### src/hdl/clt_pkg.sv
// Shared types, character codes and keyword table for the token lexer.
package clt_pkg;

   localparam int QUEUE_DEPTH = 4;
   localparam int PREFIX_BYTES = 6;
   localparam int KW_COUNT = 7;

   localparam logic [7:0] CH_SLASH = 8'h2F;
   localparam logic [7:0] CH_NEWLINE = 8'h0A;
   localparam logic [7:0] CH_UNDERSCORE = 8'h5F;

   typedef enum logic [2:0] {
      MODE_IDLE    = 3'd0,
      MODE_SLASH   = 3'd1,
      MODE_COMMENT = 3'd2,
      MODE_WORD    = 3'd3,
      MODE_NUMBER  = 3'd4
   } mode_type;

   typedef enum logic [2:0] {
      KIND_KEYWORD = 3'd0,
      KIND_IDENT   = 3'd1,
      KIND_NUMBER  = 3'd2,
      KIND_OPER    = 3'd3,
      KIND_COMMENT = 3'd4,
      KIND_PUNCT   = 3'd5,
      KIND_END     = 3'd6,
      KIND_ERROR   = 3'd7
   } kind_type;

   typedef struct packed {
      mode_type    mode;
      logic [7:0]  run_length;
      logic [47:0] prefix;
      logic        overflowed;
   } lex_state_type;

   typedef struct packed {
      kind_type   kind;
      logic [7:0] length;
      logic [7:0] symbol;
      logic [2:0] kw_index;
      logic       truncated;
      logic       last;
   } token_type;

   typedef struct packed {
      logic [1:0] count;
      token_type  first;
      token_type  second;
   } step_out_type;

   typedef struct packed {
      logic       found;
      logic [2:0] index;
   } kw_hit_type;

   function automatic logic is_letter(input logic [7:0] c);
      return (c >= 8'h61 && c <= 8'h7A) || (c >= 8'h41 && c <= 8'h5A);
   endfunction

   function automatic logic is_digit(input logic [7:0] c);
      return c >= 8'h30 && c <= 8'h39;
   endfunction

   function automatic logic is_space(input logic [7:0] c);
      return c == 8'h20 || (c >= 8'h09 && c <= 8'h0D);
   endfunction

   function automatic logic is_oper(input logic [7:0] c);
      return c == 8'h2B || c == 8'h2D || c == 8'h2A || c == 8'h3D || c == 8'h3C || c == 8'h3E;
   endfunction

   function automatic logic is_punct(input logic [7:0] c);
      return c == 8'h3B || c == 8'h28 || c == 8'h29 || c == 8'h7B || c == 8'h7D;
   endfunction

   // Keyword text, first character in the low byte, zero padded.
   function automatic logic [47:0] kw_text(input logic [2:0] idx);
      logic [47:0] t;
      case (idx)
         3'd0:    t = 48'h0000_0000_6669;
         3'd1:    t = 48'h0000_6573_6C65;
         3'd2:    t = 48'h0065_6C69_6877;
         3'd3:    t = 48'h6E72_7574_6572;
         3'd4:    t = 48'h0000_0074_6E69;
         3'd5:    t = 48'h0074_616F_6C66;
         3'd6:    t = 48'h0000_7261_6863;
         default: t = '0;
      endcase
      return t;
   endfunction

   function automatic logic [7:0] kw_len(input logic [2:0] idx);
      logic [7:0] n;
      case (idx)
         3'd0:    n = 8'd2;
         3'd1:    n = 8'd4;
         3'd2:    n = 8'd5;
         3'd3:    n = 8'd6;
         3'd4:    n = 8'd3;
         3'd5:    n = 8'd5;
         3'd6:    n = 8'd4;
         default: n = 8'd0;
      endcase
      return n;
   endfunction

   // Bytes beyond the kept length are zero, so a full-width compare plus a
   // length check matches exactly the keyword text.
   function automatic kw_hit_type kw_lookup(input logic [47:0] prefix,
                                            input logic [7:0] len);
      kw_hit_type hit;
      hit = '0;
      for (int k = 0; k < KW_COUNT; k++) begin
         if (prefix == kw_text(3'(k)) && len == kw_len(3'(k))) begin
            hit.found = 1'b1;
            hit.index = 3'(k);
         end
      end
      return hit;
   endfunction

endpackage

### src/hdl/c_like_token_lexer.sv
// Top level of the byte-serial lexer for a small C-like language.
// The lexer takes one byte (or an end-of-input mark in req_tuser) per clock
// while req_tready is high and reports tokens one per clock on the rsp channel
// while rsp_tready is high. A byte can both end a word, number or lone slash and
// start a new token, so it can give two reports. Reports go through a four-entry
// queue, and req_tready is high while the queue has room for two, so bytes that
// give at most one report stream at one per cycle, while the output side moves
// one report per cycle. Words and numbers report their length up to
// min(TOKEN_MAX-1, 255) characters and flag the rest as truncated.
module c_like_token_lexer #(
   parameter int TOKEN_MAX = 256
) (
   input  logic        clock,
   input  logic        reset,
   input  logic        req_tvalid,
   output logic        req_tready,
   input  logic [7:0]  req_tdata,   // [7:0] ch
   input  logic        req_tuser,   // [0] at_end
   output logic        rsp_tvalid,
   input  logic        rsp_tready,
   output logic [23:0] rsp_tdata,   // [7:0] token_length, [15:8] symbol,
                                    // [18:16] keyword_index, [19] truncated
   output logic [2:0]  rsp_tuser,   // [2:0] token_kind
   output logic        rsp_tlast    // last_of_run
);

   localparam int LEN_CAP = (TOKEN_MAX - 1 < 255) ? TOKEN_MAX - 1 : 255;

   clt_pkg::lex_state_type lex_ff, lex_in;
   clt_pkg::step_out_type step_res;
   clt_pkg::token_type head;
   logic accept;
   logic room_two;

   assign accept = req_tvalid && req_tready;
   assign req_tready = room_two;

   clt_step #(
      .LEN_CAP(LEN_CAP)
   ) u_step (
      .cur    (lex_ff),
      .ch     (req_tdata),
      .at_end (req_tuser),
      .nxt    (lex_in),
      .result (step_res)
   );

   // The all-zero state is the idle mode with an empty run.
   always_ff @(posedge clock) begin
      if (reset) begin
         lex_ff <= '0;
      end else if (accept) begin
         lex_ff <= lex_in;
      end
   end

   clt_fifo u_fifo (
      .clock      (clock),
      .reset      (reset),
      .push_en    (accept),
      .push       (step_res),
      .pop_ready  (rsp_tready),
      .head       (head),
      .head_valid (rsp_tvalid),
      .room_two   (room_two)
   );

   assign rsp_tdata = {4'd0, head.truncated, head.kw_index, head.symbol, head.length};
   assign rsp_tuser = head.kind;
   assign rsp_tlast = head.last;

`ifndef SYNTHESIS
   a_len_cap: assert property (@(posedge clock) disable iff (reset)
      lex_ff.run_length <= 8'(LEN_CAP))
      else $error("run length above its cap");

   a_ovf_at_cap: assert property (@(posedge clock) disable iff (reset)
      lex_ff.overflowed |-> lex_ff.run_length == 8'(LEN_CAP))
      else $error("overflow flagged below the cap");

   a_end_idle: assert property (@(posedge clock) disable iff (reset)
      accept && req_tuser |=> lex_ff.mode == clt_pkg::MODE_IDLE)
      else $error("lexer not idle after end of input");
`endif

endmodule

### src/hdl/clt_step.sv
// Combinational lexer step: next mode and up to two token reports per byte.
module clt_step #(
   parameter int LEN_CAP = 255
) (
   input  clt_pkg::lex_state_type cur,
   input  logic [7:0]             ch,
   input  logic                   at_end,
   output clt_pkg::lex_state_type nxt,
   output clt_pkg::step_out_type  result
);

   logic do_start;
   logic comment_end;
   logic emit_flush;
   logic flush_ok;
   logic second_ok;
   clt_pkg::token_type flush_tok;
   clt_pkg::token_type second_tok;
   clt_pkg::kw_hit_type hit;
   clt_pkg::lex_state_type start_st;

   function automatic clt_pkg::lex_state_type append(input clt_pkg::lex_state_type s,
                                                     input logic [7:0] c);
      clt_pkg::lex_state_type r;
      r = s;
      if (s.run_length < 8'(LEN_CAP)) begin
         for (int i = 0; i < clt_pkg::PREFIX_BYTES; i++) begin
            if (s.run_length == 8'(i)) begin
               r.prefix[8*i +: 8] = c;
            end
         end
         r.run_length = s.run_length + 8'd1;
      end else begin
         r.overflowed = 1'b1;
      end
      return r;
   endfunction

   // Decide whether the byte closes the pending token and is lexed afresh.
   always_comb begin
      do_start = 1'b0;
      comment_end = 1'b0;
      if (!at_end) begin
         unique case (cur.mode)
            clt_pkg::MODE_SLASH:   do_start = (ch != clt_pkg::CH_SLASH);
            clt_pkg::MODE_COMMENT: comment_end = (ch == clt_pkg::CH_NEWLINE);
            clt_pkg::MODE_WORD: begin
               do_start = !(clt_pkg::is_letter(ch) || clt_pkg::is_digit(ch) ||
                            ch == clt_pkg::CH_UNDERSCORE);
            end
            clt_pkg::MODE_NUMBER:  do_start = !clt_pkg::is_digit(ch);
            default:               do_start = 1'b1;
         endcase
      end
   end

   always_comb begin
      start_st = '0;
      start_st.mode = clt_pkg::MODE_IDLE;
      if (ch == clt_pkg::CH_SLASH) begin
         start_st.mode = clt_pkg::MODE_SLASH;
      end else if (clt_pkg::is_letter(ch) || ch == clt_pkg::CH_UNDERSCORE) begin
         start_st.mode = clt_pkg::MODE_WORD;
         start_st.run_length = 8'd1;
         start_st.prefix = {40'd0, ch};
      end else if (clt_pkg::is_digit(ch)) begin
         start_st.mode = clt_pkg::MODE_NUMBER;
         start_st.run_length = 8'd1;
         start_st.prefix = {40'd0, ch};
      end
   end

   // Next state.
   always_comb begin
      nxt = cur;
      if (at_end || comment_end) begin
         nxt = '0;
         nxt.mode = clt_pkg::MODE_IDLE;
      end else if (do_start) begin
         nxt = start_st;
      end else begin
         unique case (cur.mode)
            clt_pkg::MODE_SLASH:  nxt.mode = clt_pkg::MODE_COMMENT;
            clt_pkg::MODE_WORD,
            clt_pkg::MODE_NUMBER: nxt = append(cur, ch);
            default:              nxt = cur;
         endcase
      end
   end

   assign hit = clt_pkg::kw_lookup(cur.prefix, cur.run_length);

   // Token reports.
   always_comb begin
      flush_tok = '0;
      flush_ok = 1'b1;
      unique case (cur.mode)
         clt_pkg::MODE_SLASH: begin
            flush_tok.kind = clt_pkg::KIND_OPER;
            flush_tok.length = 8'd1;
            flush_tok.symbol = clt_pkg::CH_SLASH;
         end
         clt_pkg::MODE_COMMENT: flush_tok.kind = clt_pkg::KIND_COMMENT;
         clt_pkg::MODE_WORD: begin
            flush_tok.length = cur.run_length;
            if (!cur.overflowed && hit.found) begin
               flush_tok.kind = clt_pkg::KIND_KEYWORD;
               flush_tok.kw_index = hit.index;
            end else begin
               flush_tok.kind = clt_pkg::KIND_IDENT;
               flush_tok.truncated = cur.overflowed;
            end
         end
         clt_pkg::MODE_NUMBER: begin
            flush_tok.kind = clt_pkg::KIND_NUMBER;
            flush_tok.length = cur.run_length;
            flush_tok.truncated = cur.overflowed;
         end
         default: flush_ok = 1'b0;
      endcase

      second_tok = '0;
      second_tok.last = 1'b1;
      second_ok = 1'b0;
      if (at_end) begin
         second_ok = 1'b1;
         second_tok.kind = clt_pkg::KIND_END;
      end else if (do_start && !clt_pkg::is_space(ch) && start_st.mode == clt_pkg::MODE_IDLE) begin
         second_ok = 1'b1;
         second_tok.length = 8'd1;
         second_tok.symbol = ch;
         if (clt_pkg::is_oper(ch)) begin
            second_tok.kind = clt_pkg::KIND_OPER;
         end else if (clt_pkg::is_punct(ch)) begin
            second_tok.kind = clt_pkg::KIND_PUNCT;
         end else begin
            second_tok.kind = clt_pkg::KIND_ERROR;
         end
      end

      emit_flush = flush_ok && (at_end || do_start || comment_end);
      result.count = 2'({1'b0, emit_flush}) + 2'({1'b0, second_ok});
      result.first = emit_flush ? flush_tok : second_tok;
      result.first.last = !(emit_flush && second_ok);
      result.second = second_tok;
   end

endmodule

### src/hdl/clt_fifo.sv
// Four-entry result queue that takes up to two tokens per cycle.
module clt_fifo (
   input  logic                  clock,
   input  logic                  reset,
   input  logic                  push_en,
   input  clt_pkg::step_out_type push,
   input  logic                  pop_ready,
   output clt_pkg::token_type    head,
   output logic                  head_valid,
   output logic                  room_two
);

   localparam int PTR_W = $clog2(clt_pkg::QUEUE_DEPTH);
   localparam int CNT_W = $clog2(clt_pkg::QUEUE_DEPTH + 1);

   clt_pkg::token_type mem_ff [clt_pkg::QUEUE_DEPTH];
   logic [PTR_W-1:0] wr_ptr_ff, wr_ptr_in;
   logic [PTR_W-1:0] rd_ptr_ff, rd_ptr_in;
   logic [CNT_W-1:0] count_ff, count_in;
   logic [1:0] push_n;
   logic pop;

   assign push_n = push_en ? push.count : 2'd0;
   assign pop = head_valid && pop_ready;
   assign head_valid = (count_ff != '0);
   assign head = mem_ff[rd_ptr_ff];
   assign room_two = (count_ff <= CNT_W'(clt_pkg::QUEUE_DEPTH - 2));

   assign wr_ptr_in = wr_ptr_ff + PTR_W'(push_n);
   assign rd_ptr_in = rd_ptr_ff + PTR_W'(pop);
   assign count_in = count_ff + CNT_W'(push_n) - CNT_W'(pop);

   always_ff @(posedge clock) begin
      if (reset) begin
         wr_ptr_ff <= '0;
         rd_ptr_ff <= '0;
         count_ff <= '0;
      end else begin
         wr_ptr_ff <= wr_ptr_in;
         rd_ptr_ff <= rd_ptr_in;
         count_ff <= count_in;
      end
   end

   always_ff @(posedge clock) begin
      if (push_n != 2'd0) begin
         mem_ff[wr_ptr_ff] <= push.first;
      end
      if (push_n == 2'd2) begin
         mem_ff[wr_ptr_ff + PTR_W'(1)] <= push.second;
      end
   end

`ifndef SYNTHESIS
   a_count_bound: assert property (@(posedge clock) disable iff (reset)
      count_ff <= CNT_W'(clt_pkg::QUEUE_DEPTH))
      else $error("result queue count exceeds its depth");

   a_push_room: assert property (@(posedge clock) disable iff (reset)
      push_n != 2'd0 |-> count_ff <= CNT_W'(clt_pkg::QUEUE_DEPTH - 2))
      else $error("tokens pushed without room for two");
`endif

endmodule
### config.mk
export PLATFORM = sky130hd
export DESIGN_NAME = c_like_token_lexer
export DESIGN_NICKNAME = d
export VERILOG_FILES = /design/src/hdl/clt_pkg.sv /design/src/hdl/c_like_token_lexer.sv /design/src/hdl/clt_step.sv /design/src/hdl/clt_fifo.sv
export SDC_FILE = /design/constraint.sdc
export NUM_CORES = 1
export LEC_CHECK = 0
export BUFFER_PORTS_ARGS = -buffer_cell sky130_fd_sc_hd__buf_2
export CAP_MARGIN = 10
export CORE_UTILIZATION = 40
export DETAILED_ROUTE_END_ITERATION = 16
export PLACE_DENSITY_LB_ADDON = 0.1
export SKIP_LAST_GASP = 1
export SLEW_MARGIN = 15
export SYNTH_ARGS = -nofsm -noshare
export SYNTH_HDL_FRONTEND = slang
export SYNTH_SLANG_ARGS = --single-unit
### constraint.sdc
create_clock -name clock -period 4 [get_ports clock]
set_input_delay 0.4 -clock clock [delete_from_list [all_inputs] [get_ports clock]]
set_output_delay 0.4 -clock clock [all_outputs]
set_load 0.02 [all_outputs]
==> run summary, run 1 <==
Reg clk slew, reported paths = 0.07 ns
Die H = 148 um
CP peak stage delay = 0.53 ns
Final Hold Violating Endpoints = 0
Static Leak = 3.37 nW
Die Span X = 148 um
Number of distinct library cells after synthesis = 84
FILL cells = 1963
Setup Viol. Count Final = 0
# diodes = 0
Starting Density = 40.8%
Status = complete, no violations
Insertion delay to the later sink of the worst-skew pair = 0.44 ns
# H-tree levels = 4
Largest family of logic cells by synthesized area = simple AND/OR/NAND/NOR gates
Iteration-0 DRC Markers = 409
Largest net degree at the start of global routing = 42
Worst VDD drop = 0.269 mV
Final nets = 899
RSZ-0062 raised after global routing = no
Worst-path cell chain = nor3b_1, a31oi_1, o21a_2, a32oi_1, ha_1, nand3_1, or3_1, nand2_1, buf_4, a2bb2o_1
Core area = 0.0210 mm^2
Top cells by area, synth = dfxtp_1 (27%), edfxtp_1 (17%), mux4_2 (6.3%)
Setup Skew = 0.0110 ns
DRT antenna net count = 0
CTS Buf Count = 17
Routability Congestion = 0.941
Crit path DAT = 3.85 ns
Post-Synth XOR/XNOR Area = 0.613%
Average routed wire per standard cell = 20.9 um
Place WS = 0.166 ns
Post-Synth Adder-Cell Area = 1.69%
Final HPWL DP = 17400 um
Min Tclk post-route = 3.53 ns
Post-synth EDFFs = 48
Port bufs = 38
Max-slew violations = 0
Worst path buffer plus inverter count = 1
CTS max path bufs = 2
CTS Root Cell = clkbuf_16
Synthesized flop and latch total = 163
Clock Sinks = 163
DR DRC count = 0
Final Util = 45.9%
CP Capture Type = flip-flop
Synth area leader = dfxtp_1
Synth Area in Simple Gates = 23.5%
Fin crit share = 88.2%
Routed WL = 24300 um
Setup TNS Final = 0 ns
Post-synth top area share = 26.9%
Antenna violations before repair = 0
Worst Hold Class = in -> reg
Cells after Synth = 847
Post CTS Setup Buffer Count = 0
Final worst slack = 0.473 ns
First-pass GRT wire length = 37800 um
Vias in the first global route = 6848
Yosys warns = 0
Tot GR Track Use = 22.8%
CTS tree = built
Post-CTS resize count = 0
Slew HR = 40.3%
Crit path max fanout = 9
Kind of cell with the highest combined delay on the critical path = simple AND/OR/NAND/NOR gates
Design area = 0.00964 mm^2
CP Launch Type = flip-flop
Top FF cell, synth = dfxtp_1
Mux cell area share after synthesis = 10.5%
Avg Cell Area, Syn = 10.1 um^2
CTS Hold Buffers Added = 0
Fmax = 284 MHz
Power Dens Cells = 493 mW/mm^2
Mapped cell area = 0.00857 mm^2
Max cap viols = 0
Synth Area in Compound Gates = 15.0%
Critical setup path kind = reg -> reg
Area Growth Syn to Fin = 12.5%
Vias = 6905
Fraction of layout instances using a drive strength above 1 = 21.7%
CP required = 4.32 ns
First-pass DRT Iterations = 5
Global route total overflow = 0
Core Rows = 53
Die area = 0.0220 mm^2
Placed cell area = 0.00904 mm^2
CP max stage cell = or3_1
Top Ports = 43
Async S/R FF share, synth = 0%
Worst slew pin tran = 0.893 ns
Vias/cell = 5.94
Sequential area share after synthesis = 43.7%
-- layout make-up --
type                       count  area, um^2  area share, %
clock inverter                15         179           1.86
multi-input combinational    598        4410           45.8
tap                          275         344           3.57
sequential                   163        3740           38.8
inverter                      25        93.8          0.973
timing repair buffer          70         443           4.59
clock buffer                  17         425           4.41
-- worst reg2reg max path, delay by kind of cell (launching register included) --
family	cells	cell delay (ns)
and+or+nand+nor	4	1.44
AOI/OAI and AO/OA	4	1.13
DFF	1	0.39
adders and majority gates	1	0.25
buffers and inverters	1	0.21
-- layer usage --
layer  wire length [um]  vias to the layer above  global-route usage [%]
met5                  0                        -                       0
met3                980                       45                    4.14
li1                   -                     3266                       -
met2              12300                      188                    39.9
met4                451                        0                    8.35
met1              10500                     3406                    27.8
-- state kept, by name, summed over array words and instances (netlist names) --
name,count
lex_ff,60
u_fifo.rd_ptr_ff,2
u_fifo.wr_ptr_ff,2
u_fifo.mem_ff,96
u_fifo.count_ff,3
-- logic make-up after synthesis --
group / Yosys count
compound gates: 164
other cells: 1
xor+xnor: 6
flops: 163
buf+inv: 89
mux: 60
simple gates: 353
fa+ha+maj: 11
-- per-stage QoR --
stage               std cells  power, mW  hold WS (ns)
floorplan                 850       2.81         0.430
global placement         1131       3.12         0.440
detailed placement       1131       3.14         0.451
CTS                      1163       4.80         0.270
global route             1163       4.96         0.296
finish                   1163       4.75         0.290
-- cells in the final DEF, fill, tap and decap left out, drive strengths merged, types with 6 or more instances in the layout --
cell      n
nor3     13
o32ai     9
nand3    86
nand2b   10
inv      32
nor2b    18
clkbuf   17
and2      7
o21ai    54
a21oi    20
clkinv    6
nand4    19
dfxtp   115
buf      70
and3     25
edfxtp   48
or3       8
a31o     24
o41ai     9
nor2     28
ha       10
or2      10
mux2i    36
nor4     17
mux4     24
nand2    73
nor3b    10
-- final timing paths --
check                                  start                  end  slack, ns  cells after the start
worst max-delay path              lex_ff[57]  u_fifo.mem_ff[2][3]       0.47                     10
worst min-delay path            req_tdata[5]            lex_ff[6]       0.29                      3
worst max register to register    lex_ff[57]  u_fifo.mem_ff[2][3]       0.47                     10
worst min register to register    lex_ff[13]           lex_ff[13]       0.46                      2
-- power breakdown --
group	internal (mW)	switching (mW)	total, mW
combinational	0.468	0.709	1.18
clock	0.869	0.794	1.66
sequential	1.83	0.0817	1.91
-- cells in the mapped netlist, types with 19 or more instances --
cell type and number:
nand4_1 19, nor2_1 28, and3_1 25, edfxtp_1 48
mux4_2 24, o21ai_0 39, inv_1 25, nand3_1 81
dfxtp_1 115, mux2i_1 36, clkbuf_1 34, a31o_2 23
nand2_1 73
Power figures use the tool's default switching activity.
==> run 2, diff against run 1 <==
==> constraint.sdc (replaced) <==
create_clock -name clock -period 4.15 [get_ports clock]
set_input_delay 0.415 -clock clock [delete_from_list [all_inputs] [get_ports clock]]
set_output_delay 0.415 -clock clock [all_outputs]
set_load 0.02 [all_outputs]
==> run summary, run 2 (synthesis results as in run 1) <==
Status = complete, no violations
Post-CTS resize count = 0
CTS Root Cell = clkbuf_16
Vias in the first global route = 6876
Antenna violations before repair = 0
Critical setup path kind = reg -> reg
Die H = 148 um
# H-tree levels = 4
Worst slew pin tran = 0.964 ns
Final Hold Violating Endpoints = 0
CP required = 4.29 ns
Regs by FF count = u_fifo.mem_ff x96, lex_ff x60, u_fifo.count_ff x3
DRT antenna net count = 0
Area occupied by multi-input gates = 0.00441 mm^2
Worst-path cell chain = nor3b_1, a31oi_1, o21a_2, a32oi_1, ha_1, nand3_1, or3_1, nand2_1, buf_4
Clock network fraction of total power = 35.3%
Setup Skew = 0.00965 ns
Die Span X = 148 um
Starting Density = 40.8%
CP max stage cell = or3_1
Static Leak = 3.36 nW
Power Dens Cells = 481 mW/mm^2
Slew HR = 35.6%
Routability Congestion = 0.877
Reg clk slew, reported paths = 0.07 ns
Setup TNS Final = 0 ns
Switching Share = 32.9%
Final HPWL DP = 18000 um
First-pass DRT Iterations = 5
Setup Viol. Count Final = 0
Fin crit share = 86.3%
Worst path buffer plus inverter count = 1
Largest register FFs = 96
CP Capture Type = flip-flop
Max-slew violations = 0
DR DRC count = 0
Worst Hold Class = in -> reg
Fraction of layout instances using a drive strength above 1 = 21.6%
Insertion delay to the later sink of the worst-skew pair = 0.43 ns
First-pass GRT wire length = 39300 um
Register area = 0.00374 mm^2
Final nets = 897
Core Rows = 53
Top Ports = 43
P_int = 3.10 mW
Post CTS Setup Buffer Count = 0
Port bufs = 38
Gate power share = 24.7%
Vias/cell = 5.97
FILL cells = 2016
Final non-filler cell total = 1161
Min Tclk post-route = 3.58 ns
Global route total overflow = 0
Core area = 0.0210 mm^2
CTS Buf Count = 17
Max cap viols = 0
Most frequent cells in the layout = dfxtp_1 (115), nand3_1 (81), nand2_1 (73)
Area Growth Syn to Fin = 12.4%
RSZ-0062 raised after global routing = no
Die area = 0.0220 mm^2
Tot GR Track Use = 23.8%
Seq pwr share = 39.9%
CP peak stage delay = 0.52 ns
CTS Hold Buffers Added = 0
Kind of cell with the highest combined delay on the critical path = simple AND/OR/NAND/NOR gates
# diodes = 0
Largest reg by FF count = u_fifo.mem_ff
Clock Sinks = 163
Crit path DAT = 3.72 ns
Crit path max fanout = 8
CTS tree = built
Iteration-0 DRC Markers = 467
CTS max path bufs = 2
Vias = 6929
Routed WL = 25000 um
Dpl cells = 1129
Commonest non-fill, non-tap cell in the layout = dfxtp_1
CP Launch Type = flip-flop
Fmax = 279 MHz
Largest net degree at the start of global routing = 41
Sw Pwr = 1.52 mW
Average routed wire per standard cell = 21.5 um
Worst VDD drop = 0.256 mV
-- run 2: cell count changes in the layout (fill, tap and decap cells not counted) --
cell and change:
inv_8 +2, inv_4 +1, bufinv_16 +1, inv_6 -2, clkinv_8 -3, clkinvlp_4 +1
buf_4 -2
-- run 2: path summary, 6_finish.rpt --
| check | startpoint | endpoint | slack [ns] | cells after the start |
|---|---|---|---|---|
| max | lex_ff[58] | u_fifo.mem_ff[3][13] | 0.57 | 9 |
| max reg2reg | lex_ff[58] | u_fifo.mem_ff[3][13] | 0.57 | 9 |
| min | req_tdata[5] | lex_ff[6] | 0.36 | 3 |
| min reg2reg | lex_ff[13] | lex_ff[13] | 0.46 | 2 |
-- run 2: worst min-delay path, stage by stage --
cell and delay (ns):
buf_2 0.19, inv_1 0.08, o41ai_1 0.07
-- run 2: per-stage QoR --
| step | total power [mW] | instance area, um^2 | hold slack [ns] | utilization, % | setup WS (ns) |
|---|---|---|---|---|---|
| 5_1_grt | 4.84 | 9630 | 0.382 | 45.8 | 0.345 |
| 6_report | 4.63 | 9630 | 0.364 | 45.8 | 0.568 |
| 3_5_place_dp | 3.04 | 9020 | 0.446 | 42.9 | 0.250 |
| 3_3_place_gp | 3.02 | 9020 | 0.439 | 42.9 | 0.300 |
| 4_1_cts | 4.67 | 9630 | 0.348 | 45.8 | 0.614 |
| 2_1_floorplan | 2.71 | 8580 | 0.430 | - | 0.327 |
-- run 2: routing by layer --
layer / GRT usage (%) / vias up / share of wire (%) / routed length, um
li1: - / 3258 / - / -
met1: 29.6 / 3436 / 42 / 10500
met2: 41.5 / 190 / 51 / 12800
met3: 3.22 / 45 / 4.0 / 1010
met4: 9.48 / 0 / 2.5 / 637
met5: 0 / - / 0 / 0
-- run 2: power groups by stage --
stage	Combinational [mW]	Clock (mW)	Sequential, mW
6_report	1.14	1.64	1.85
5_1_grt	1.24	1.74	1.86
4_1_cts	1.16	1.67	1.85
3_5_place_dp	1.15	0	1.88
3_3_place_gp	1.14	0	1.88
2_1_floorplan	0.873	0	1.84
-- run 2: final cells by class --
| class | instances | area share [%] |
|---|---|---|
| clock buffer | 17 | 4.42 |
| sequential | 163 | 38.9 |
| inverter | 25 | 0.975 |
| multi-input combinational | 598 | 45.8 |
| clock inverter | 15 | 1.86 |
| tap | 275 | 3.57 |
| timing repair buffer | 68 | 4.45 |
